## src/hw/rtl/ffha_pkg.sv

```systemverilog
package ffha_pkg;

    // Table geometry
    localparam int MAX_SEGMENTS = 64;
    localparam int SEG_IDX_W    = $clog2(MAX_SEGMENTS);
    localparam int SEG_CNT_W    = $clog2(MAX_SEGMENTS + 1);

    // Header sizes in bytes
    localparam int BLOCK_HEADER_BYTES  = 12;
    localparam int REGION_HEADER_BYTES = 8;

    // Field widths
    localparam int ADDR_W = 32;
    localparam int SIZE_W = 24;
    localparam int NEED_W = SIZE_W + 1;
    localparam int ENTRY_W = SIZE_W + 1;

    // Result codes
    localparam logic [1:0] STATUS_DONE     = 2'd0;
    localparam logic [1:0] STATUS_NO_FIT   = 2'd1;
    localparam logic [1:0] STATUS_BAD_FREE = 2'd2;

    // Request modes
    localparam logic MODE_ALLOC = 1'b0;
    localparam logic MODE_FREE  = 1'b1;

    // Register indexes
    localparam logic CFG_BASE_ADDRESS = 1'b0;
    localparam logic CFG_REGION_SIZE  = 1'b1;

    // Controller to datapath
    typedef struct packed {
        logic start;
        logic scan;
        logic split;
        logic flush;
        logic finish;
    } t_cmd;

    // Datapath to controller
    typedef struct packed {
        logic split_det;
        logic scan_done;
        logic out_free;
    } t_sts;

endpackage

```

## src/hw/rtl/ffha_ram.sv

```systemverilog
module ffha_ram #(
    parameter int WIDTH = 8,
    parameter int DEPTH = 16
) (
    input  logic                     i_clk,
    input  logic                     i_we,
    input  logic [$clog2(DEPTH)-1:0] i_waddr,
    input  logic [WIDTH-1:0]         i_wdata,
    input  logic                     i_re,
    input  logic [$clog2(DEPTH)-1:0] i_raddr,
    output logic [WIDTH-1:0]         o_rdata
);

    logic [WIDTH-1:0] r_mem [DEPTH];
    logic [WIDTH-1:0] r_rdata;

    always_ff @(posedge i_clk) begin
        if (i_we) begin
            r_mem[i_waddr] <= i_wdata;
        end
        if (i_re) begin
            r_rdata <= r_mem[i_raddr];
        end
    end

    assign o_rdata = r_rdata;

endmodule

```

## src/hw/rtl/ffha_ctrl.sv

```systemverilog
module ffha_ctrl (
    input  logic            i_clk,
    input  logic            i_rst_n,
    input  logic            i_in_valid,
    output logic            o_in_ready,
    input  ffha_pkg::t_sts  i_sts,
    output ffha_pkg::t_cmd  o_cmd
);

    typedef enum logic [4:0] {
        S_IDLE   = 5'b00001,
        S_SCAN   = 5'b00010,
        S_SPLIT  = 5'b00100,
        S_FLUSH  = 5'b01000,
        S_FINISH = 5'b10000
    } t_state;

    t_state r_state;
    t_state n_state;

    // Next state and commands
    always_comb begin
        n_state    = r_state;
        o_cmd      = '0;
        o_in_ready = 1'b0;
        unique case (r_state)
            S_IDLE: begin
                o_in_ready = 1'b1;
                if (i_in_valid) begin
                    o_cmd.start = 1'b1;
                    n_state     = S_SCAN;
                end
            end
            S_SCAN: begin
                o_cmd.scan = 1'b1;
                if (i_sts.split_det) begin
                    n_state = S_SPLIT;
                end else if (i_sts.scan_done) begin
                    n_state = S_FLUSH;
                end
            end
            S_SPLIT: begin
                o_cmd.split = 1'b1;
                n_state     = S_SCAN;
            end
            S_FLUSH: begin
                o_cmd.flush = 1'b1;
                n_state     = S_FINISH;
            end
            S_FINISH: begin
                if (i_sts.out_free) begin
                    o_cmd.finish = 1'b1;
                    n_state      = S_IDLE;
                end
            end
            default: begin
                n_state = S_IDLE;
            end
        endcase
    end

    always_ff @(posedge i_clk) begin
        if (!i_rst_n) begin
            r_state <= S_IDLE;
        end else begin
            r_state <= n_state;
        end
    end

endmodule

```

## src/hw/rtl/ffha_dp.sv

```systemverilog
module ffha_dp (
    input  logic                          i_clk,
    input  logic                          i_rst_n,
    input  ffha_pkg::t_cmd                i_cmd,
    output ffha_pkg::t_sts                o_sts,
    input  logic                          i_cfg_we,
    input  logic                          i_cfg_index,
    input  logic [ffha_pkg::ADDR_W-1:0]   i_cfg_data,
    input  logic                          i_mode,
    input  logic [ffha_pkg::SIZE_W-1:0]   i_request_size,
    input  logic [ffha_pkg::ADDR_W-1:0]   i_free_address,
    output logic                          o_out_valid,
    input  logic                          i_out_ready,
    output logic [1:0]                    o_status,
    output logic [ffha_pkg::ADDR_W-1:0]   o_data_address
);

    localparam int AW = ffha_pkg::ADDR_W;
    localparam int SW = ffha_pkg::SIZE_W;
    localparam int NW = ffha_pkg::NEED_W;
    localparam int CW = ffha_pkg::SEG_CNT_W;
    localparam int IW = ffha_pkg::SEG_IDX_W;
    localparam int EW = ffha_pkg::ENTRY_W;

    // Configuration and table bookkeeping
    logic [AW-1:0] r_base;
    logic [SW-1:0] r_region;
    logic          r_fresh;
    logic          r_bank;
    logic [CW-1:0] r_count;

    // Request context
    logic          r_mode;
    logic [NW-1:0] r_need;
    logic [AW-1:0] r_faddr;
    logic [AW-1:0] r_hdr;
    logic [AW-1:0] r_addr;
    logic          r_done;
    logic          r_ok;
    logic [SW-1:0] r_rem;

    // Scan pointers
    logic [CW-1:0] r_ridx;
    logic [CW-1:0] r_wcnt;
    logic          r_pv;
    logic          r_p0;

    // Pending output entry (coalescing stage)
    logic          r_pend_v;
    logic [SW-1:0] r_pend_size;
    logic          r_pend_free;

    logic [EW-1:0] q0;
    logic [EW-1:0] q1;
    logic [EW-1:0] q;

    logic [CW-1:0] eff_count;
    logic [SW-1:0] cur_size;
    logic          cur_free;
    logic          fits;
    logic          exact;
    logic          full;
    logic          match_alloc;
    logic          match_free;
    logic          proc;
    logic          issue;
    logic          emit;
    logic [SW-1:0] e_size;
    logic          e_free;
    logic          merge;
    logic          we;
    logic [NW+1:0] need_raw;
    logic [AW-1:0] data_ptr;
    logic          region_ok;

    assign region_ok = {8'd0, r_region} >=
        AW'(ffha_pkg::REGION_HEADER_BYTES + ffha_pkg::BLOCK_HEADER_BYTES);
    assign eff_count = r_fresh ? (region_ok ? CW'(1) : CW'(0)) : r_count;

    assign q = r_bank ? q1 : q0;

    // Current entry; a fresh table reads entry 0 as the whole region
    always_comb begin
        if (r_p0 && r_fresh) begin
            cur_size = r_region - SW'(ffha_pkg::REGION_HEADER_BYTES);
            cur_free = 1'b1;
        end else begin
            cur_size = q[SW-1:0];
            cur_free = q[SW];
        end
    end

    assign data_ptr    = r_hdr + AW'(ffha_pkg::BLOCK_HEADER_BYTES);
    assign proc        = i_cmd.scan && r_pv;
    assign fits        = cur_free && ({1'b0, cur_size} >= r_need);
    assign exact       = ({1'b0, cur_size} == r_need);
    assign full        = (r_count >= CW'(ffha_pkg::MAX_SEGMENTS)) && !r_fresh;
    assign match_alloc = proc && (r_mode == ffha_pkg::MODE_ALLOC) && !r_done && fits;
    assign match_free  = proc && (r_mode == ffha_pkg::MODE_FREE) && !r_done &&
                         !cur_free && (data_ptr == r_faddr);

    assign o_sts.split_det = match_alloc && !exact && !full;
    assign o_sts.scan_done = i_cmd.scan && !r_pv && (r_ridx >= eff_count);
    assign o_sts.out_free  = !o_out_valid || i_out_ready;

    assign issue = ((i_cmd.scan && !o_sts.split_det) || i_cmd.split) &&
                   (r_ridx < eff_count);

    // Entry handed to the coalescing stage
    always_comb begin
        emit   = proc || i_cmd.split;
        e_size = cur_size;
        e_free = cur_free;
        if (i_cmd.split) begin
            e_size = r_rem;
            e_free = 1'b1;
        end else if (match_alloc && !(full && !exact)) begin
            e_size = r_need[SW-1:0];
            e_free = 1'b0;
        end else if (match_free) begin
            e_free = 1'b1;
        end
    end

    assign merge = emit && r_pend_v && r_pend_free && e_free;
    assign we    = ((emit && !merge) || i_cmd.flush) && r_pend_v;

    assign need_raw = (NW+2)'(i_request_size) +
                      (NW+2)'(ffha_pkg::BLOCK_HEADER_BYTES + 3);

    // Table banks: read the current one, build the next one
    ffha_ram #(.WIDTH(EW), .DEPTH(ffha_pkg::MAX_SEGMENTS)) u_bank0 (
        .i_clk   (i_clk),
        .i_we    (we && r_bank),
        .i_waddr (r_wcnt[IW-1:0]),
        .i_wdata ({r_pend_free, r_pend_size}),
        .i_re    (issue),
        .i_raddr (r_ridx[IW-1:0]),
        .o_rdata (q0)
    );

    ffha_ram #(.WIDTH(EW), .DEPTH(ffha_pkg::MAX_SEGMENTS)) u_bank1 (
        .i_clk   (i_clk),
        .i_we    (we && !r_bank),
        .i_waddr (r_wcnt[IW-1:0]),
        .i_wdata ({r_pend_free, r_pend_size}),
        .i_re    (issue),
        .i_raddr (r_ridx[IW-1:0]),
        .o_rdata (q1)
    );

    // Request context and scan
    always_ff @(posedge i_clk) begin
        if (i_cmd.start) begin
            r_mode  <= i_mode;
            r_need  <= {need_raw[NW-1:2], 2'b00};
            r_faddr <= i_free_address;
            r_hdr   <= r_base + AW'(ffha_pkg::REGION_HEADER_BYTES);
            r_done  <= 1'b0;
            r_ok    <= 1'b0;
            r_ridx  <= '0;
            r_wcnt  <= '0;
            r_pv    <= 1'b0;
            r_p0    <= 1'b0;
            r_pend_v <= 1'b0;
        end else begin
            if (i_cmd.scan || i_cmd.split) begin
                r_pv <= issue;
                r_p0 <= (r_ridx == '0);
                if (issue) begin
                    r_ridx <= r_ridx + CW'(1);
                end
            end
            if (proc) begin
                r_hdr <= r_hdr + AW'(cur_size);
            end
            if (match_alloc) begin
                r_done <= 1'b1;
                r_rem  <= cur_size - r_need[SW-1:0];
                if (exact || !full) begin
                    r_ok   <= 1'b1;
                    r_addr <= data_ptr;
                end
            end
            if (match_free) begin
                r_done <= 1'b1;
                r_ok   <= 1'b1;
            end
            if (we) begin
                r_wcnt <= r_wcnt + CW'(1);
            end
            if (merge) begin
                r_pend_size <= r_pend_size + e_size;
            end else if (emit) begin
                r_pend_v    <= 1'b1;
                r_pend_size <= e_size;
                r_pend_free <= e_free;
            end else if (i_cmd.flush) begin
                r_pend_v <= 1'b0;
            end
        end
    end

    // Configuration, bank swap and result register
    always_ff @(posedge i_clk) begin
        if (!i_rst_n) begin
            r_base      <= '0;
            r_region    <= SW'(65536);
            r_fresh     <= 1'b1;
            r_bank      <= 1'b0;
            r_count     <= '0;
            o_out_valid <= 1'b0;
        end else begin
            if (i_cfg_we) begin
                unique case (i_cfg_index)
                    ffha_pkg::CFG_BASE_ADDRESS: r_base <= i_cfg_data;
                    ffha_pkg::CFG_REGION_SIZE:  r_region <= i_cfg_data[SW-1:0];
                    default: ;
                endcase
                r_fresh <= 1'b1;
            end
            if (i_out_ready) begin
                o_out_valid <= 1'b0;
            end
            if (i_cmd.finish) begin
                o_out_valid <= 1'b1;
                if (r_ok) begin
                    r_bank  <= !r_bank;
                    r_count <= r_wcnt;
                    r_fresh <= 1'b0;
                end
            end
        end
    end

    always_ff @(posedge i_clk) begin
        if (i_cmd.finish) begin
            if (r_ok) begin
                o_status <= ffha_pkg::STATUS_DONE;
            end else if (r_mode == ffha_pkg::MODE_ALLOC) begin
                o_status <= ffha_pkg::STATUS_NO_FIT;
            end else begin
                o_status <= ffha_pkg::STATUS_BAD_FREE;
            end
            o_data_address <= (r_ok && r_mode == ffha_pkg::MODE_ALLOC) ? r_addr : '0;
        end
    end

endmodule

```

## src/hw/rtl/first_fit_heap_allocator.sv

```systemverilog
// Channel   Direction  Handshake                  Payload
// in        input      i_in_valid / o_in_ready    i_mode, i_request_size, i_free_address
// out       output     o_out_valid / i_out_ready  o_status, o_data_address
// cfg       input      i_cfg_we                   i_cfg_index, i_cfg_data
//
// One request at a time for a table of N segments (N up to 64); the scan reads one
// table entry per cycle, pausing while a split is inserted, from a single RAM read
// port and writes the rebuilt table into the other bank.
// Synchronous active-low reset; no clearing pass, the table starts as one segment.
// A result waiting on o_out_valid does not block the next item being accepted.
module first_fit_heap_allocator (
    input  logic                        i_clk,
    input  logic                        i_rst_n,
    input  logic                        i_cfg_we,
    input  logic                        i_cfg_index,
    input  logic [ffha_pkg::ADDR_W-1:0] i_cfg_data,
    input  logic                        i_in_valid,
    output logic                        o_in_ready,
    input  logic                        i_mode,
    input  logic [ffha_pkg::SIZE_W-1:0] i_request_size,
    input  logic [ffha_pkg::ADDR_W-1:0] i_free_address,
    output logic                        o_out_valid,
    input  logic                        i_out_ready,
    output logic [1:0]                  o_status,
    output logic [ffha_pkg::ADDR_W-1:0] o_data_address
);

    ffha_pkg::t_cmd cmd;
    ffha_pkg::t_sts sts;

    ffha_ctrl u_ctrl (
        .i_clk      (i_clk),
        .i_rst_n    (i_rst_n),
        .i_in_valid (i_in_valid),
        .o_in_ready (o_in_ready),
        .i_sts      (sts),
        .o_cmd      (cmd)
    );

    ffha_dp u_dp (
        .i_clk          (i_clk),
        .i_rst_n        (i_rst_n),
        .i_cmd          (cmd),
        .o_sts          (sts),
        .i_cfg_we       (i_cfg_we),
        .i_cfg_index    (i_cfg_index),
        .i_cfg_data     (i_cfg_data),
        .i_mode         (i_mode),
        .i_request_size (i_request_size),
        .i_free_address (i_free_address),
        .o_out_valid    (o_out_valid),
        .i_out_ready    (i_out_ready),
        .o_status       (o_status),
        .o_data_address (o_data_address)
    );

endmodule

```

## config.mk

```make
export PLATFORM = sky130hd
export DESIGN_NAME = first_fit_heap_allocator
export DESIGN_NICKNAME = d
export VERILOG_FILES = /design/src/hw/rtl/ffha_pkg.sv /design/src/hw/rtl/ffha_ram.sv /design/src/hw/rtl/ffha_ctrl.sv /design/src/hw/rtl/ffha_dp.sv /design/src/hw/rtl/first_fit_heap_allocator.sv
export SDC_FILE = /design/constraint.sdc
export NUM_CORES = 2
export LEC_CHECK = 0
export BUFFER_PORTS_ARGS = -buffer_cell sky130_fd_sc_hd__buf_2
export CAP_MARGIN = 20
export CORE_ASPECT_RATIO = 0.7
export CORE_UTILIZATION = 60
export CTS_CLUSTER_DIAMETER = 40
export CTS_CLUSTER_SIZE = 20
export DETAILED_ROUTE_END_ITERATION = 6
export GPL_TIMING_DRIVEN = 0
export HOLD_SLACK_MARGIN = 0.06
export PLACE_DENSITY = 0.76
export SLEW_MARGIN = 20
export SYNTH_ARGS = -nofsm -noshare
export SYNTH_HDL_FRONTEND = slang
export SYNTH_SLANG_ARGS = --single-unit
```

## constraint.sdc

```tcl
create_clock -name i_clk -period 8.5 [get_ports i_clk]
set_input_delay 1.275 -clock i_clk [delete_from_list [all_inputs] [get_ports i_clk]]
set_output_delay 1.275 -clock i_clk [all_outputs]
set_load 0.02 [all_outputs]
```

== Yosys cells after proc, flatten, opt, wreduce, memory -nomap -nowiden ==
Memories as Yosys holds them, arrays and structs flattened. A register that Yosys moved wholly into a read port is not among the register bits.
Index checks and enable logic that the tools add are counted.
Word-level totals
  register bits after elaboration: 293
  bits in latches: 0
  RAM bits: 3200
  memory bits (read-only): 0
  input bits: 95
  output and inout port bits: 36
  logic and storage cells: 160
  memories kept: 2
Memories
  u_dp.u_bank0.r_mem: depth 64, bits a word 25, read ports 1, clocked after Yosys merged registers in 1, write ports 1, line ffha_ram.sv:14  | logic [WIDTH-1:0] r_mem [DEPTH];
  u_dp.u_bank1.r_mem: depth 64, bits a word 25, read ports 1, clocked after Yosys merged registers in 1, write ports 1, line ffha_ram.sv:14
Cells by class
  add/subtract/negate cells: 9
  $mul: 0
  div/mod/pow operators: 0
  order comparisons: 5
  equality and inequality tests: 10
  shift operators: 0
  muxes and demuxes: 44
  bitwise logic cells: 4
  reduce and logical (&&, ||, !) cells: 62
Operators with widths (number)
  24-bit 2-to-1 mux: 5
  32-bit by 4-bit adder with 32-bit output, second input constant: 2
  32-bit 2-to-1 mux: 2
  32-bit by 24-bit adder with 32-bit output: 1
  32-bit equality test: 1
  1-bit 2-to-1 mux: 29
  1-bit logical AND: 27
  24-bit by 4-bit adder with 25-bit output, second input constant: 1
  24-bit by 25-bit equality test with 1-bit output: 1
  24-bit by 25-bit greater-or-equal comparator with 1-bit output: 1
  25-bit 2-to-1 mux: 1
  5-bit case mux with 5 select lines: 1
  24-bit adder: 1
  24-bit by 5-bit greater-or-equal comparator with 1-bit output, second input constant: 1
  24-bit subtractor: 1
  24-bit by 4-bit subtractor with 24-bit output, second input constant: 1
  5-bit 2-to-1 mux: 4
  2-bit AND reduction: 8
  7-bit by 1-bit adder with 7-bit output, second input constant: 2
  2-bit nonzero test: 6
  1-bit logical NOT: 11
  3-bit AND reduction: 3
  7-bit greater-or-equal comparator: 1
  7-bit greater-or-equal comparator, second input constant: 1
  13 further kinds: 22

== Depth between registers and ports, before layout ==
  depth after elaboration: 18
  gate-level depth with buffers: 32
  gate-level depth less buffers: 28

== By module ==
Synthesis repeated with hierarchy kept, for this count alone.
Unflattened totals
  cells, all modules: 7549
  area total of the unflattened synthesis: 143336.2 um2
Modules (own cells, without submodules)
  ffha_ram: instances 2, cells each 2850, area each 62747.7 um2, sequential area each 48796.8 um2
  ffha_dp: instances 1, cells each 1817, area each 17539.3 um2, sequential area each 7797.5 um2
  ffha_ctrl: instances 1, cells each 32, area each 301.5 um2, sequential area each 100.1 um2

== Worst setup path after synthesis ==
Ideal clock, no wire load.
  path kind: reg-to-reg
  start: reg u_dp.r_region[8]
  end: reg u_dp.r_pend_size[23], data pin
  library setup time: 0.262 ns
  data arrival time: 7.390 ns
  data required time: 8.238 ns
  path slack: 0.848 ns
  stages on the path, launching flop included: 30
  buffers on the path: 2
  period minus slack after synthesis: 7.652 ns
  cell sequence: dfxtp_1 > or4_1 > nor4_1 > nand3_1 > nor4_1 > xor2_1 > nor2_1 > a21oi_1 > ha_1 > nand3_1 > nor3_1 > nand4_1 > a221o_1 > nor2_1 > clkbuf_1 > inv_1 > clkbuf_1 > a21oi_1 > o21ai_0 > ha_1 > nor3_1 > o21ai_0 > nand3_1 > a31oi_1 > o32a_1 > a41o_1 > o41ai_1 > mux2i_1 > o221ai_1 > xnor2_1
On the way
  longest elaborated chain between the ends: 11
  elaborated cells on any way between the ends: 18
  classes of those cells: add/sub (2); order compare (1); eq/ne (1); mux (7); reduce/logical (7)
RTL lines
  start, declared: line ffha_dp.sv:27  | logic [SW-1:0] r_region;
  start signal, assigned: line ffha_dp.sv:217  | ffha_pkg::CFG_REGION_SIZE: r_region <= i_cfg_data[SW-1:0];
  24-bit by 4-bit subtractor with 24-bit output *: line ffha_dp.sv:85  | cur_size = r_region - SW'(ffha_pkg::REGION_HEADER_BYTES);
  24-bit 2-to-1 mux *: line ffha_dp.sv:84  | if (r_p0 && r_fresh) begin
  branches (longest 8 deep; another with 24-bit by 25-bit greater-or-equal comparator with 1-bit output)
  24-bit 2-to-1 mux *: line ffha_dp.sv:192  | if (merge) begin
  end signal, assigned: line ffha_dp.sv:193  | r_pend_size <= r_pend_size + e_size;
  end signal, assigned: line ffha_dp.sv:196  | r_pend_size <= e_size;
  end, declared: line ffha_dp.sv:50  | logic [SW-1:0] r_pend_size;
Every way passes the cells marked *. The select of a mux whose other input is x is not followed.
A chain may end at the register's enable or synchronous reset.

== Worst setup path after layout ==
  start: reg u_dp.r_fresh
  end: reg u_dp.r_pend_size[22], data pin
On the way
  longest elaborated chain between the ends: 11
  elaborated cells on any way between the ends: 25
  classes of those cells: add/sub (1); order compare (1); eq/ne (1); mux (9); reduce/logical (13)
RTL lines
  start, declared: line ffha_dp.sv:28  | logic r_fresh;
  start signal, assigned: line ffha_dp.sv:209  | r_fresh <= 1'b1;
  start signal, assigned: line ffha_dp.sv:220  | r_fresh <= 1'b1;
  start signal, assigned: line ffha_dp.sv:230  | r_fresh <= 1'b0;
  branches (longest 10 deep; another with 24-bit by 25-bit greater-or-equal comparator with 1-bit output)
  24-bit 2-to-1 mux *: line ffha_dp.sv:192
Marked as above.

==> summary.txt <==
Timing
  – Minimum clock period: between 8 and 9 ns
  – Slew HR: 0.1148
  – Hold Vio Cnt, Final: 0
  – RSZ-0062 raised after global routing: false
  – Post-route setup slack: 0.2434 ns
  – Max-slew violation count: 0
  – Highest Clock Rate: roughly 0.12 GHz
  – Fin crit share: 0.9714
  – Clock skew: 0.08114 ns
  – Worst slew pin tran: between 1 and 1.5 ns
  – Setup violations, final: 0

Run status
  – Outcome: finished, violations left
  – Failing checks: design-rule violations

Floorplanning
  – Top Ports: roughly 130
  – DIE AREA: roughly 240,000 um2
  – Row count: 148
  – Total core area: 233,500 um2
  – Die Span Y: around 410 um
  – Die X: around 580 um
  – Initial Util: 0.6062

Routing
  – Antenna viol nets, final: 0
  – 1st-iter DRT viols: approximately 15,000
  – Top layer in use: met5
  – Wire per inst: ~41 um
  – DRC viols: 30
  – Via count: between 80,000 and 90,000
  – Met1 Wirelength: 158,200 um
  – Initial DRT Pass Iterations: 7
  – Vias/cell: ~7.3
  – Met2 routed wirelength: around 190,000 um
  – Routed met3 length: between 80,000 and 90,000 um
  – Total Wirelength: 456,400 um

Synth
  – Mapped cell area: between 100,000 and 150,000 um2
  – Post-synth EDFFs: 3,453
  – Cell variety after synth: a little over 90
  – Flops & latches, synth: 3,543
  – Post-Syn Nets: around 7,000
  – Top_reg_cell synth: edfxtp_1
  – Post-synth ARST share: 0
  – YS warnings: 0
  – Sequential area share after synthesis: 0.7453
  – Share of the synthesized area in the top cell type: 0.7325
  – Leading area contributor after synthesis: edfxtp_1
  – Syn avg cell area: slightly above 20 um2
  – Post-Syn Instances: between 6,000 and 7,000
  – Synth area leaders: edfxtp_1 (73%), mux4_2 (15%), dfxtp_1 (1.3%)

GRT
  – Global Route Usage Sum: 0.3831
  – Vias in the first global route: just under 80,000
  – Largest net degree at the start of global routing: 42
  – Total congestion overflow: 0
  – First-pass GRT wire length: between 600,000 and 700,000 um
  – Initial antenna violation count: 32

Worst hold path
  – Hold Path End: u_dp.r_base[0]$_SDFFE_PN0P_
  – Hold Crit Depth: 2
  – Hold path startpoint: u_dp.r_base[0]$_SDFFE_PN0P_
  – Hold WC Path Type: flop to flop

Clock tree
  – Clk slew on worst S/H paths: 0.07 ns
  – Clock root buffer: clkbuf_16
  – Total clock sinks: approximately 3,500
  – H-tree levels: 5
  – CTS max path bufs: 4
  – CTS tree: yes
  – CTS buffer count: between 300 and 400
  – Worst-Skew Late Latency: approximately 0.94 ns

Setup path
  – Worst Setup Start Kind: flop
  – Worst R2R End: u_dp.r_pend_size[22]$_DFFE_PP_
  – CP Max Fanout: 10
  – Crit Path Class: flop to flop
  – Worst path max stage delay: 0.68 ns
  – R2r setup slk: 0.24 ns
  – CP max-delay cell: a21oi_1
  – Worst EP arrival: 9.00 ns
  – Crit path required time: 9.24 ns
  – FF-to-FF Start: u_dp.r_fresh$_SDFF_PN1_
  – Cell mode on critical path: a21oi_1
  – R2R cell count: 25
  – Worst setup EP type: flop

Layout
  – Core utilization of the finished layout: 0.7092
  – Share of cells above drive strength 1: 0.3054
  – Area delta synth->final: 16.99%
  – Final net count: slightly below 8,000
  – Final instance area: 165,600 um2
  – Post-Layout Cell Count: 11,080

Place
  – Port Buffers: between 100 and 150
  – Placed Instances: about 10,000
  – Dpl ws: -0.9913 ns
  – Area post-placement: approximately 150,000 um2
  – Final GP Congestion: between 1 and 1.5
  – Detail Placement HPWL: between 300,000 and 400,000 um

Power
  – Worst VDD drop: 0.0001957 V
  – Leakage power: between 50 and 60 nW
  – Tot Pwr: between 40 and 50 mW
  – Pwr dens: ~260 nW/um2

Flow run
  – Max_cap viols: 0
## timing repair
| action | 4_1_cts | 5_1_grt |
|---|---|---|
| hold buffers | 0 | 0 |
| buffers inserted | 0 | 1 |
| setup endpoints to repair | 9 | 7 |
| endpoints found under the hold margin | 0 | 0 |
| gates resized for setup | 20 | 30 |
| gates cloned | 0 | 1 |
| pin swaps | 0 | 1 |
## cell usage in the layout (no fill, tap or decap), types with 43 or more instances in the layout
master	count
edfxtp_1	3453
mux4_2	972
clkbuf_16	349
nand2_1	275
buf_2	189
clkbuf_1	180
nor2_1	134
a21oi_1	132
nor2_4	128
buf_16	125
buf_8	124
xnor2_1	107
mux2i_1	95
dfxtp_1	90
inv_1	85
ha_1	84
clkbuf_2	78
xor2_1	75
o21ai_0	74
inv_6	65
nor3_1	59
a21boi_0	59
and2_1	54
inv_8	46
nand3_1	44
buf_1	43
## worst max-delay path: cells and delay by family (launching register included)
kind | cells | cell delay, ns
AO/OA/AOI/OAI | 11 | 3.01
adder cells (fa/ha/maj) | 2 | 0.84
buffers and inverters | 4 | 1.84
flip-flops | 1 | 0.37
multiplexers | 1 | 0.14
AND/OR/NAND/NOR | 7 | 1.89
## how the worst max path moves through the flow
| stage | slack, ns | end | from |
|---|---|---|---|
| 4_1_cts | 0.05 | u_dp.r_pend_size[23]$_DFFE_PP_ | u_dp.r_fresh$_SDFF_PN1_ |
| 2_1_floorplan | 0.85 | u_dp.r_pend_size[23]$_DFFE_PP_ | u_dp.r_region[8]$_SDFFE_PN0P_ |
| 6_report | 0.24 | u_dp.r_pend_size[22]$_DFFE_PP_ | u_dp.r_fresh$_SDFF_PN1_ |
| 5_1_grt | 0.01 | u_dp.r_pend_size[22]$_DFFE_PP_ | u_dp.r_fresh$_SDFF_PN1_ |
| 3_5_place_dp | -0.99 | u_dp.r_pend_size[23]$_DFFE_PP_ | u_dp.r_bank$_SDFFE_PN0P_ |
| 3_3_place_gp | -2.46 | u_dp.u_bank0.r_mem[63][0]$_DFFE_PP_ | u_dp.r_region[8]$_SDFFE_PN0P_ |
## layer usage
layer / global-route usage / up-vias
met5: 0.01727 / -
li1: - / 30050
met2: 0.5220 / 8036
met3: 0.1935 / 1457
met4: 0.1619 / 34
met1: 0.5218 / 41380
## cell type report
cell class / instances / area [um2]
Clock inverter: 253 / 2952
Inverter: 86 / 322.8
Multi-Input combinational cell: 2855 / 35550
Antenna cell: 28 / 70.07
Tap cell: 3150 / 3941
Sequential cell: 3543 / 105500
Fill cell: 13180 / 67910
Timing Repair Buffer: 443 / 6919
Buffer: 356 / 1585
Clock buffer: 364 / 8768
## cell usage after synthesis, types with 23 or more instances
cell type / n
xnor2_1: 107
and3_1: 29
clkbuf_1: 222
nand4_1: 34
nor3_1: 62
nand2b_1: 36
inv_1: 85
nand2_1: 284
mux4_2: 972
a21boi_0: 59
a211oi_1: 23
nor2_1: 263
o21ai_0: 81
mux2i_1: 97
and2_1: 54
ha_1: 85
a21o_1: 27
buf_1: 102
a21oi_1: 147
xor2_1: 75
buf_2: 23
nand3_1: 50
mux2_2: 37
edfxtp_1: 3453
nor2b_1: 41
dfxtp_1: 90
## state kept, by name, indices dropped and copies added, names as in the netlist, 2 cells and up
name                  flops
u_dp.u_bank0.r_mem     1600
u_dp.u_bank1.r_mem     1600
u_dp.o_data_address      32
u_dp.r_addr              32
u_dp.r_base              32
u_dp.r_faddr             32
u_dp.r_hdr               32
u_dp.u_bank0.o_rdata     25
u_dp.u_bank1.o_rdata     25
u_dp.r_pend_size         24
u_dp.r_region            24
u_dp.r_rem               24
u_dp.r_need              23
u_dp.r_count              7
u_dp.r_ridx               7
u_dp.r_wcnt               7
u_ctrl.r_state            5
u_dp.o_status             2
## through the flow
stage	hold WS, ns	setup TNS (ns)
floorplan	0.4428	0
global placement	0.4581	-1401.40
detailed placement	0.4750	-3.602
CTS	0.4855	0
global route	0.5071	0
finish	0.4918	0
## kinds of logic (layout without fill, tap and decap cells)
logic type,after synthesis,in the layout,synth area share
compound gates,516,516,0.02470
xor+xnor,183,183,0.01142
fa+ha+maj,88,88,0.007938
other cells,0,28,0
mux,1126,1126,0.1666
simple gates,942,942,0.03189
buf+inv,442,1502,0.01220
flops,3543,3543,0.7453
## where the power goes
group / switching [mW] / internal, mW
clock: 7.49 / 8.55
combinational: 4.17 / 2.93
sequential: 0.196 / 19.2
total: 11.9 / 30.7
(Power assumes the default switching activity.)
